**config.mk**
```make
export PLATFORM = sky130hd
export DESIGN_NAME = unix_time_calendar_converter_flat
export DESIGN_NICKNAME = d
export VERILOG_FILES = /design/src/sv/uctc_pkg.sv /design/src/sv/uctc_if.sv /design/src/sv/uctc_pipe_ctrl.sv /design/src/sv/unix_time_calendar_converter.sv /design/src/flat_wrapper.sv
export SDC_FILE = /design/constraint.sdc
export NUM_CORES = 2
export LEC_CHECK = 0
export BUFFER_PORTS_ARGS = -buffer_cell sky130_fd_sc_hd__buf_2
export CORE_ASPECT_RATIO = 2
export CORE_UTILIZATION = 65
export CTS_CLUSTER_DIAMETER = 120
export DETAILED_ROUTE_END_ITERATION = 10
export PLACE_DENSITY = 0.83
export SYNTH_ARGS = -nofsm -noshare
export SYNTH_HDL_FRONTEND = slang
export SYNTH_SLANG_ARGS = --single-unit
```
**constraint.sdc**
```tcl
create_clock -name clk -period 19.35 [get_ports clk]
set_clock_uncertainty 0.05 [all_clocks]
set_input_delay 1.935 -clock clk [delete_from_list [all_inputs] [get_ports clk]]
set_output_delay 1.935 -clock clk [all_outputs]
set_load 0.05 [all_outputs]
```
**src/sv/uctc_pkg.sv**
```systemverilog
`timescale 1ns / 1ps
// uctc_pkg: constants, types and calendar tables for the Unix time converter.
// No dependencies; used by the pipeline control and the top level.
package uctc_pkg;

  // Operation codes
  typedef enum logic {
    OP_TO_UNIX   = 1'b0,
    OP_FROM_UNIX = 1'b1
  } op_t;

  localparam int NUM_STAGES = 7;

  // Time constants
  localparam logic [31:0] EPOCH_2000 = 32'd946684800;   // 2000-01-01 00:00:00
  localparam logic [31:0] LAST_SECS  = 32'd4102444799;  // 2099-12-31 23:59:59
  localparam logic [31:0] DAY_SECS   = 32'd86400;
  localparam logic [15:0] CYCLE_DAYS = 16'd1461;        // four years, one leap
  localparam logic [10:0] YEAR1_START = 11'd366;
  localparam logic [10:0] YEAR2_START = 11'd731;
  localparam logic [10:0] YEAR3_START = 11'd1096;

  // Exact reciprocals: ceil(2^S / d), error small enough for the dividend width
  localparam logic [25:0] RECIP_DAY  = 26'(((64'd1 << 35) + 64'd675 - 64'd1) / 64'd675);
  localparam logic [16:0] RECIP_CYC  = 17'(((64'd1 << 27) + 64'd1461 - 64'd1) / 64'd1461);
  localparam logic [17:0] RECIP_HOUR = 18'(((64'd1 << 29) + 64'd3600 - 64'd1) / 64'd3600);
  localparam logic [12:0] RECIP_MIN  = 13'(((64'd1 << 18) + 64'd60 - 64'd1) / 64'd60);

  // Data carried through the pipeline
  typedef struct packed {
    op_t         op;
    logic        err;
    // calendar to seconds
    logic [4:0]  hh;
    logic [5:0]  mm;
    logic [5:0]  ss;
    logic [15:0] tdays;
    logic [16:0] tod;
    logic [31:0] secs;
    // seconds to calendar
    logic [31:0] tp;
    logic [15:0] days;
    logic [16:0] sod;
    logic [5:0]  cyc;
    logic [10:0] d4;
    logic [4:0]  hour;
    logic [11:0] rem;
    logic [6:0]  year;
    logic [8:0]  doy;
    logic        leap;
    logic [3:0]  month;
    logic [4:0]  day;
    logic [5:0]  minute;
    logic [5:0]  second;
  } pipe_t;

  // Stage control handed from the control block to the datapath
  typedef struct packed {
    logic [NUM_STAGES-1:0] load;
    logic [NUM_STAGES-1:0] valid;
  } pipe_ctrl_t;

  // Days in a month; zero for a month code that means nothing
  function automatic logic [4:0] month_days(input logic [3:0] month, input logic leap);
    logic [4:0] n;
    case (month)
      4'd1, 4'd3, 4'd5, 4'd7, 4'd8, 4'd10, 4'd12: n = 5'd31;
      4'd4, 4'd6, 4'd9, 4'd11:                    n = 5'd30;
      4'd2:                                       n = leap ? 5'd29 : 5'd28;
      default:                                    n = 5'd0;
    endcase
    return n;
  endfunction

  // Days of the year before the first of a month
  function automatic logic [8:0] cum_days(input logic [3:0] month, input logic leap);
    logic [8:0] n;
    case (month)
      4'd1:    n = 9'd0;
      4'd2:    n = 9'd31;
      4'd3:    n = 9'd59;
      4'd4:    n = 9'd90;
      4'd5:    n = 9'd120;
      4'd6:    n = 9'd151;
      4'd7:    n = 9'd181;
      4'd8:    n = 9'd212;
      4'd9:    n = 9'd243;
      4'd10:   n = 9'd273;
      4'd11:   n = 9'd304;
      4'd12:   n = 9'd334;
      default: n = 9'd0;
    endcase
    if (leap && month > 4'd2) begin
      n = n + 9'd1;
    end
    return n;
  endfunction

endpackage

```
**src/sv/uctc_if.sv**
```systemverilog
`timescale 1ns / 1ps
// uctc_in_if / uctc_out_if: valid/ready channels for request and result words.
// No dependencies; the field widths are written out here.

interface uctc_in_if;
  logic        valid;
  logic        ready;
  logic        operation;
  logic [31:0] epoch_seconds;
  logic [11:0] year_in;
  logic [3:0]  month_in;
  logic [4:0]  day_in;
  logic [4:0]  hour_in;
  logic [5:0]  minute_in;
  logic [5:0]  second_in;

  modport source (
    output valid, operation, epoch_seconds, year_in, month_in, day_in,
           hour_in, minute_in, second_in,
    input  ready
  );
  modport sink (
    input  valid, operation, epoch_seconds, year_in, month_in, day_in,
           hour_in, minute_in, second_in,
    output ready
  );
endinterface

interface uctc_out_if;
  logic        valid;
  logic        ready;
  logic [31:0] epoch_seconds_out;
  logic [6:0]  year_offset;
  logic [3:0]  month_out;
  logic [4:0]  day_out;
  logic [4:0]  hour_out;
  logic [5:0]  minute_out;
  logic [5:0]  second_out;
  logic        range_error;

  modport source (
    output valid, epoch_seconds_out, year_offset, month_out, day_out,
           hour_out, minute_out, second_out, range_error,
    input  ready
  );
  modport sink (
    input  valid, epoch_seconds_out, year_offset, month_out, day_out,
           hour_out, minute_out, second_out, range_error,
    output ready
  );
endinterface

```
**src/sv/uctc_pipe_ctrl.sv**
```systemverilog
`timescale 1ns / 1ps
// uctc_pipe_ctrl: valid bits and per-stage load enables for the converter pipeline.
// Depends on uctc_pkg (NUM_STAGES, pipe_ctrl_t).
module uctc_pipe_ctrl
  import uctc_pkg::*;
(
  input  logic       clk,
  input  logic       rst,
  input  logic       in_valid,
  input  logic       out_ready,
  output pipe_ctrl_t ctrl
);

  logic [NUM_STAGES-1:0] valid;
  logic [NUM_STAGES-1:0] valid_next;
  logic [NUM_STAGES-1:0] adv;

  // A stage advances when it is empty or the stage after it advances,
  // so bubbles collapse while the output is stalled.
  always_comb begin
    adv[NUM_STAGES-1] = !valid[NUM_STAGES-1] || out_ready;
    for (int k = NUM_STAGES - 2; k >= 0; k--) begin
      adv[k] = !valid[k] || adv[k+1];
    end
    valid_next[0] = adv[0] ? in_valid : valid[0];
    for (int k = 1; k < NUM_STAGES; k++) begin
      valid_next[k] = adv[k] ? valid[k-1] : valid[k];
    end
  end

  always_ff @(posedge clk) begin
    if (rst) begin
      valid <= '0;
    end else begin
      valid <= valid_next;
    end
  end

  assign ctrl.load  = adv;
  assign ctrl.valid = valid;

endmodule

```
**src/sv/unix_time_calendar_converter.sv**
```systemverilog
`timescale 1ns / 1ps
// Unix seconds <-> calendar converter for the years 2000..2099, seven-stage pipeline.
// Depends on uctc_pkg, uctc_if (uctc_in_if, uctc_out_if) and uctc_pipe_ctrl.
//
// Usage:
//   request carries one word per conversion: operation selects calendar fields to
//   seconds (OP_TO_UNIX) or seconds to calendar fields (OP_FROM_UNIX). result
//   carries one word per request, in order. Years outside 2000..2099 (year_in
//   0..99 is taken as an offset from 2000 and accepted), timestamps or calendar
//   fields out of range give range_error = 1 with every other field zero; fields
//   that do not belong to the operation are zero. Each word passes stages 1 to 7
//   in order, and result is driven straight from the last stage register.
//   Throughput: one word per cycle while result is not stalled; each of the seven
//   stages holds one word and the divisions by 86400, 1461, 3600 and 60 are
//   reciprocal multiplies spread over separate stages.
//   Stall: when result.ready is low, words pile up behind the output register;
//   empty stages keep filling, and request.ready drops only once all seven
//   stages hold a word. Nothing is lost or repeated.
//   Reset: synchronous rst clears every valid bit; the pipeline comes up empty
//   and ready.
module unix_time_calendar_converter
  import uctc_pkg::*;
(
  input logic          clk,
  input logic          rst,
  uctc_in_if.sink      request,
  uctc_out_if.source   result
);

  pipe_ctrl_t ctrl;
  pipe_t      st  [NUM_STAGES];
  pipe_t      nxt [NUM_STAGES];

  logic [11:0] y12;
  logic [6:0]  y7;
  logic        leap_t;
  logic [4:0]  dim;
  logic        err_t;
  logic        err_f;
  logic [8:0]  base_t;
  logic [50:0] prod_day;
  logic [32:0] prod_cyc;
  logic [34:0] prod_hr;
  logic [24:0] prod_min;
  logic [31:0] sod_full;
  logic [15:0] d4_full;
  logic [15:0] rem_full;
  logic [15:0] sec_full;
  logic [3:0]  mon;
  logic [8:0]  base_f;
  logic [8:0]  day_full;
  logic        is_to;
  logic        is_from;

  uctc_pipe_ctrl u_ctrl (
    .clk       (clk),
    .rst       (rst),
    .in_valid  (request.valid),
    .out_ready (result.ready),
    .ctrl      (ctrl)
  );

  assign request.ready = ctrl.load[0];

  always_comb begin
    for (int k = 1; k < NUM_STAGES; k++) begin
      nxt[k] = st[k-1];
    end

    // Stage 1: field checks, day count for calendar input, offset timestamp
    nxt[0]    = '0;
    nxt[0].op = op_t'(request.operation);
    nxt[0].hh = request.hour_in;
    nxt[0].mm = request.minute_in;
    nxt[0].ss = request.second_in;
    y12 = request.year_in;
    if (y12 >= 12'd2000) begin
      y12 = y12 - 12'd2000;
    end
    y7     = y12[6:0];
    leap_t = (y7[1:0] == 2'b00);
    dim    = month_days(request.month_in, leap_t);
    err_t  = (y12 > 12'd99) || (request.month_in == 4'd0) || (request.month_in > 4'd12) ||
             (request.day_in == 5'd0) || (request.day_in > dim) ||
             (request.hour_in > 5'd23) || (request.minute_in > 6'd59) ||
             (request.second_in > 6'd59);
    base_t = cum_days(request.month_in, leap_t);
    nxt[0].tdays = 16'(base_t) + 16'(request.day_in) - 16'd1 + 16'(y7) * 16'd365 +
                   16'((y7 + 7'd3) >> 2);
    err_f = (request.epoch_seconds < EPOCH_2000) || (request.epoch_seconds > LAST_SECS);
    nxt[0].err = (nxt[0].op == OP_FROM_UNIX) ? err_f : err_t;
    nxt[0].tp  = request.epoch_seconds - EPOCH_2000;

    // Stage 2: day number (tp / 86400 as (tp >> 7) / 675), day seconds, time of day
    prod_day     = {26'd0, st[0].tp[31:7]} * {25'd0, RECIP_DAY};
    nxt[1].days  = prod_day[50:35];
    nxt[1].secs  = 32'(st[0].tdays) * DAY_SECS;
    nxt[1].tod   = 17'(st[0].hh) * 17'd3600 + 17'(st[0].mm) * 17'd60 + 17'(st[0].ss);

    // Stage 3: seconds of day, four-year cycle, final seconds count
    sod_full     = st[1].tp - 32'(st[1].days) * DAY_SECS;
    nxt[2].sod   = sod_full[16:0];
    prod_cyc     = {16'd0, st[1].days} * {16'd0, RECIP_CYC};
    nxt[2].cyc   = prod_cyc[32:27];
    nxt[2].secs  = EPOCH_2000 + st[1].secs + 32'(st[1].tod);

    // Stage 4: hour, day within the cycle
    prod_hr      = {18'd0, st[2].sod} * {17'd0, RECIP_HOUR};
    nxt[3].hour  = prod_hr[33:29];
    d4_full      = st[2].days - 16'(st[2].cyc) * CYCLE_DAYS;
    nxt[3].d4    = d4_full[10:0];

    // Stage 5: seconds within the hour, year and day of year
    rem_full     = 16'(st[3].sod) - 16'(st[3].hour) * 16'd3600;
    nxt[4].rem   = rem_full[11:0];
    if (st[3].d4 < YEAR1_START) begin
      nxt[4].year = 7'({st[3].cyc, 2'b00});
      nxt[4].doy  = st[3].d4[8:0];
      nxt[4].leap = 1'b1;
    end else if (st[3].d4 < YEAR2_START) begin
      nxt[4].year = 7'({st[3].cyc, 2'b01});
      nxt[4].doy  = 9'(st[3].d4 - YEAR1_START);
      nxt[4].leap = 1'b0;
    end else if (st[3].d4 < YEAR3_START) begin
      nxt[4].year = 7'({st[3].cyc, 2'b10});
      nxt[4].doy  = 9'(st[3].d4 - YEAR2_START);
      nxt[4].leap = 1'b0;
    end else begin
      nxt[4].year = 7'({st[3].cyc, 2'b11});
      nxt[4].doy  = 9'(st[3].d4 - YEAR3_START);
      nxt[4].leap = 1'b0;
    end

    // Stage 6: minute, month and day of month
    prod_min      = {13'd0, st[4].rem} * {12'd0, RECIP_MIN};
    nxt[5].minute = prod_min[23:18];
    mon = 4'd1;
    for (int i = 2; i <= 12; i++) begin
      if (st[4].doy >= cum_days(4'(i), st[4].leap)) begin
        mon = 4'(i);
      end
    end
    base_f        = cum_days(mon, st[4].leap);
    day_full      = st[4].doy - base_f + 9'd1;
    nxt[5].month  = mon;
    nxt[5].day    = day_full[4:0];

    // Stage 7: second, then zero what the operation or an error leaves unused
    sec_full = 16'(st[5].rem) - 16'(st[5].minute) * 16'd60;
    is_to    = (st[5].op == OP_TO_UNIX) && !st[5].err;
    is_from  = (st[5].op == OP_FROM_UNIX) && !st[5].err;
    nxt[6].secs   = is_to   ? st[5].secs   : 32'd0;
    nxt[6].year   = is_from ? st[5].year   : 7'd0;
    nxt[6].month  = is_from ? st[5].month  : 4'd0;
    nxt[6].day    = is_from ? st[5].day    : 5'd0;
    nxt[6].hour   = is_from ? st[5].hour   : 5'd0;
    nxt[6].minute = is_from ? st[5].minute : 6'd0;
    nxt[6].second = is_from ? sec_full[5:0] : 6'd0;
  end

  // Stage registers; payload only, valid bits live in the control block
  always_ff @(posedge clk) begin
    for (int k = 0; k < NUM_STAGES; k++) begin
      if (ctrl.load[k]) begin
        st[k] <= nxt[k];
      end
    end
  end

  // Result channel straight from the last stage
  assign result.valid             = ctrl.valid[NUM_STAGES-1];
  assign result.epoch_seconds_out = st[NUM_STAGES-1].secs;
  assign result.year_offset       = st[NUM_STAGES-1].year;
  assign result.month_out         = st[NUM_STAGES-1].month;
  assign result.day_out           = st[NUM_STAGES-1].day;
  assign result.hour_out          = st[NUM_STAGES-1].hour;
  assign result.minute_out        = st[NUM_STAGES-1].minute;
  assign result.second_out        = st[NUM_STAGES-1].second;
  assign result.range_error       = st[NUM_STAGES-1].err;

  // A rejected word carries nothing but the flag
  a_error_zero: assert property (@(posedge clk) disable iff (rst)
    result.valid && result.range_error |->
      result.epoch_seconds_out == 32'd0 && result.year_offset == 7'd0 &&
      result.month_out == 4'd0 && result.day_out == 5'd0 && result.hour_out == 5'd0 &&
      result.minute_out == 6'd0 && result.second_out == 6'd0)
    else $error("rejected word has nonzero fields");

  // Calendar fields and a seconds count never come out together
  a_one_kind: assert property (@(posedge clk) disable iff (rst)
    result.valid && result.month_out != 4'd0 |-> result.epoch_seconds_out == 32'd0)
    else $error("calendar and seconds fields both set");

  // A decoded date is a real date
  a_date_range: assert property (@(posedge clk) disable iff (rst)
    result.valid && result.month_out != 4'd0 |->
      result.month_out <= 4'd12 && result.day_out != 5'd0 &&
      result.year_offset <= 7'd99 && result.hour_out <= 5'd23 &&
      result.minute_out <= 6'd59 && result.second_out <= 6'd59)
    else $error("decoded date out of range");

  // Input is held off only when every stage holds a word
  a_full_stall: assert property (@(posedge clk) disable iff (rst)
    !request.ready |-> (&ctrl.valid) && !result.ready)
    else $error("input stalled with room in the pipeline");

endmodule
```
**src/flat_wrapper.sv**
```systemverilog
// flat-port wrapper written by rule: the top's interface ports become plain ports
module unix_time_calendar_converter_flat import uctc_pkg::*;
  (clk, rst, request_valid, request_operation, request_epoch_seconds, request_year_in, request_month_in, request_day_in, request_hour_in, request_minute_in, request_second_in, request_ready, result_valid, result_epoch_seconds_out, result_year_offset, result_month_out, result_day_out, result_hour_out, result_minute_out, result_second_out, result_range_error, result_ready);
  uctc_in_if request_i ();
  uctc_out_if result_i ();
  input logic clk;
  input logic rst;
  input wire logic [$bits(request_i.valid)-1:0] request_valid;
  input wire logic [$bits(request_i.operation)-1:0] request_operation;
  input wire logic [$bits(request_i.epoch_seconds)-1:0] request_epoch_seconds;
  input wire logic [$bits(request_i.year_in)-1:0] request_year_in;
  input wire logic [$bits(request_i.month_in)-1:0] request_month_in;
  input wire logic [$bits(request_i.day_in)-1:0] request_day_in;
  input wire logic [$bits(request_i.hour_in)-1:0] request_hour_in;
  input wire logic [$bits(request_i.minute_in)-1:0] request_minute_in;
  input wire logic [$bits(request_i.second_in)-1:0] request_second_in;
  output wire logic [$bits(request_i.ready)-1:0] request_ready;
  output wire logic [$bits(result_i.valid)-1:0] result_valid;
  output wire logic [$bits(result_i.epoch_seconds_out)-1:0] result_epoch_seconds_out;
  output wire logic [$bits(result_i.year_offset)-1:0] result_year_offset;
  output wire logic [$bits(result_i.month_out)-1:0] result_month_out;
  output wire logic [$bits(result_i.day_out)-1:0] result_day_out;
  output wire logic [$bits(result_i.hour_out)-1:0] result_hour_out;
  output wire logic [$bits(result_i.minute_out)-1:0] result_minute_out;
  output wire logic [$bits(result_i.second_out)-1:0] result_second_out;
  output wire logic [$bits(result_i.range_error)-1:0] result_range_error;
  input wire logic [$bits(result_i.ready)-1:0] result_ready;
  assign request_i.valid = request_valid;
  assign request_i.operation = request_operation;
  assign request_i.epoch_seconds = request_epoch_seconds;
  assign request_i.year_in = request_year_in;
  assign request_i.month_in = request_month_in;
  assign request_i.day_in = request_day_in;
  assign request_i.hour_in = request_hour_in;
  assign request_i.minute_in = request_minute_in;
  assign request_i.second_in = request_second_in;
  assign request_ready = request_i.ready;
  assign result_valid = result_i.valid;
  assign result_epoch_seconds_out = result_i.epoch_seconds_out;
  assign result_year_offset = result_i.year_offset;
  assign result_month_out = result_i.month_out;
  assign result_day_out = result_i.day_out;
  assign result_hour_out = result_i.hour_out;
  assign result_minute_out = result_i.minute_out;
  assign result_second_out = result_i.second_out;
  assign result_range_error = result_i.range_error;
  assign result_i.ready = result_ready;
  unix_time_calendar_converter u_core (.clk(clk), .rst(rst), .request(request_i), .result(result_i));
endmodule
```
==> flow_summary_export.csv <==
group,metric,value,unit
timing,setup_tns,0,ns
drt,vias,28630,
placed_design,port_buffers,142,
final_layout,post-route-util,0.7054,
timing,timing.final.crit_period,8.630,ns
cts,cts_tree,"built",
worst_hold_path,holdPathStages,0,
logic_synthesis,netlist_instances,3978,
worst_hold_path,min_to,"u_core.st[5][156]",
cts,hold_buffers,0,
cts,clkSlewWorstSetupHoldPaths,0.06,ns
logic_synthesis,synth-edff-count,480,
timing,worstMarginPinSlew,0.9975,ns
final_layout,fin_cells,5106,
logic_synthesis,synth.distinct_cells,83,
cts,cts_resized,0,
final_layout,multi_input_comb_area,28540,sq um
placed_design,hpwl,76.92,mm
timing,relSlewSlack,0.3350,
final_layout,syn2layout_area_growth,7.204,%
setup_path,cp-startpoint,"request_month_in[1]",
logic_synthesis,ys_ff_latch,487,
global_route,grt_pass1_vias,32000,
final_layout,drive_gt1_frac,0.06387,
global_route,overflow,0,
floorplan,num_rows,138,
timing,rsz0062_at_grt,"false",
timing,hold_viol,0,
global_route,grt_max_degree,77,
cts,postCtsSetupBuffers,0,
floorplan,core,70790,sq um
logic_synthesis,synth.cells.most_frequent,"949 x ha_1, 913 x inv_1, 480 x edfxtp_1",
floorplan,die_y,380.6,um
logic_synthesis,synthFlopType,"edfxtp_1",
logic_synthesis,synth_top_cell_by_area,"edfxtp_1",
worst_hold_path,hold_start,"u_core.st[4][156]",
final_layout,fin_area,49940,sq um
floorplan,die_w,191.3,um
setup_path,reg2reg_slack,11.90,ns
status,outcome,"complete, no violations",
final_layout,final-seq-area,14550,sq um
cts,cts_made_buffers,45,
logic_synthesis,avgSynthCellArea,11.71,sq um
setup_path,arrival,8.93,ns
global_route,gr-usage-all-layers,0.2659,
final_layout,insertedDiodeCount,0,
drt,wl,91.47,mm
setup_path,cp_max_fo,8,
setup_path,startpoint_type,"input pin",
logic_synthesis,ys_seq_area_frac,0.3125,
setup_path,crit_path_end_kind,"register",
cts,clock_latency,0.60,ns
setup_path,reg2reg_from,"u_core.st[0][129]",
drt,viasPerCell,5.607,
timing,clock.fmax,0.1159,GHz
timing,period_share,0.4460,
logic_synthesis,yosysWarnings,0,
logic_synthesis,ys_async_sr_fraction,0,
placed_design,place_inst,5023,
drt,route.detailed.drc,0,
timing,slew_viol_final,0,
timing,finalSetupViolCount,0,
global_route,antenna_found_initial,1,
final_layout,fillers,4916,
setup_path,rr_endpoint,"u_core.st[1][104]",
setup_path,cp.required,19.65,ns
worst_hold_path,hp-class,"reg2reg",
drt,wl_per_cell,17.91,um
flow_run,maxCapViolations,0,
setup_path,r2r_cells,21,
placed_design,place_area,48460,sq um
final_layout,nets,5643,
logic_synthesis,synth.most_common_cell,"ha_1",
drt,drt_iter0_markers,1202,
cts,clkSinkCount,487,
global_route,grt_first_pass_wirelength,151.1,mm
floorplan,pin_count,143,
logic_synthesis,syn_nets,5461,
floorplan,die_area,72800,sq um
drt,ant_nets,0,
floorplan,initial_core_util,0.6580,
cts,clockRootBuffer,"clkbuf_16",
cts,clk_path_buf_depth,3,
logic_synthesis,synth_area,46580,sq um
drt,firstDrtPassIters,7,
logic_synthesis,yosysTopAreaCellShare,0.3094,
logic_synthesis,yosys-top-cells-area,"edfxtp_1 31%, ha_1 25%, fa_1 20%",
placed_design,gp_congestion,0.9686,
setup_path,critical_path_class,"in2reg",
cts,ctsHtreeMaxLevel,2,
cell families (layout without fill, tap and decap cells):
| logic type | Yosys count | after routing | synth area share |
|---|---|---|---|
| simple gates | 463 | 463 | 0.05179 |
| fa+ha+maj | 1408 | 1408 | 0.4522 |
| other cells | 1 | 1 | 0.00008051 |
| xor+xnor | 233 | 233 | 0.04381 |
| buf+inv | 934 | 1152 | 0.07540 |
| mux | 9 | 9 | 0.002256 |
| flops | 487 | 487 | 0.3125 |
| compound gates | 443 | 443 | 0.06202 |
through the flow:
step	hold slack (ns)	worst slack, ns
after floorplan	0.3503	10.89
after global placement	0.3507	10.28
after detailed placement	0.3545	10.13
after CTS	0.3685	10.78
after global routing	0.3698	10.21
final	0.3669	10.72
worst max-delay path by stage:
stage	to	slack (ns)	depth (start not counted)
finish	u_core.st[0][201]	10.72	27
global route	u_core.st[0][201]	10.21	27
CTS	u_core.st[0][201]	10.78	27
detailed placement	u_core.st[0][201]	10.13	27
global placement	u_core.st[0][201]	10.28	27
floorplan	u_core.st[0][201]	10.89	26
placed cells by master (no fill, tap or decap), types with 14 or more instances in the layout:
cell type,count
ha_1,949
inv_1,910
edfxtp_1,480
fa_1,459
xnor2_1,176
a21oi_1,158
buf_2,142
nor2_1,111
nand2_1,79
and2_1,66
o21ai_0,61
xor2_1,57
a21o_1,56
clkbuf_16,45
o21bai_1,36
nand3_1,32
nor3_1,32
nor2b_1,30
nand2b_1,24
o21a_1,22
nand4_1,18
and3_1,15
or2_2,14
a31oi_1,14
critical path, cell delays in order:
cell and delay, ns:
buf_2 0.16, inv_1 0.15, ha_1 0.29, mux4_2 0.52, ha_1 0.30, a22o_1 0.15, inv_1 0.06, fa_1 0.42
inv_1 0.08, a21oi_1 0.06, o21bai_1 0.19, a21oi_1 0.09, or2_2 0.30, xor2_1 0.20, fa_1 0.46, fa_1 0.54
fa_1 0.45, fa_1 0.49, ha_1 0.30, ha_1 0.34, a21oi_1 0.23, o21bai_1 0.12, a211oi_1 0.34, o21ai_0 0.22
a31o_2 0.27, a21oi_1 0.17, xnor2_1 0.08
sequential cells by signal (all words and copies together), names as in the netlist:
name and count:
u_core.u_ctrl.valid 7, u_core.st 480
routing by layer:
metal | up-vias | share of wire | GRT usage
met5 | - | 0 | 0
met3 | 336 | 0.032 | 0.02749
met1 | 14000 | 0.33 | 0.2565
met4 | 0 | 0.068 | 0.1606
li1 | 13600 | - | -
met2 | 694 | 0.57 | 0.5234
layout make-up:
type	count	share of cell area
repair buffers	153	0.01589
clock buffers	54	0.02323
well taps	910	0.02280
clock inverters	29	0.006314
multi-input cells	2557	0.5715
inverters	916	0.06885
flip-flops and latches	487	0.2915
Power is not shown: default switching activity piles up to over one toggle a cycle in this logic, so the estimate is an artifact.
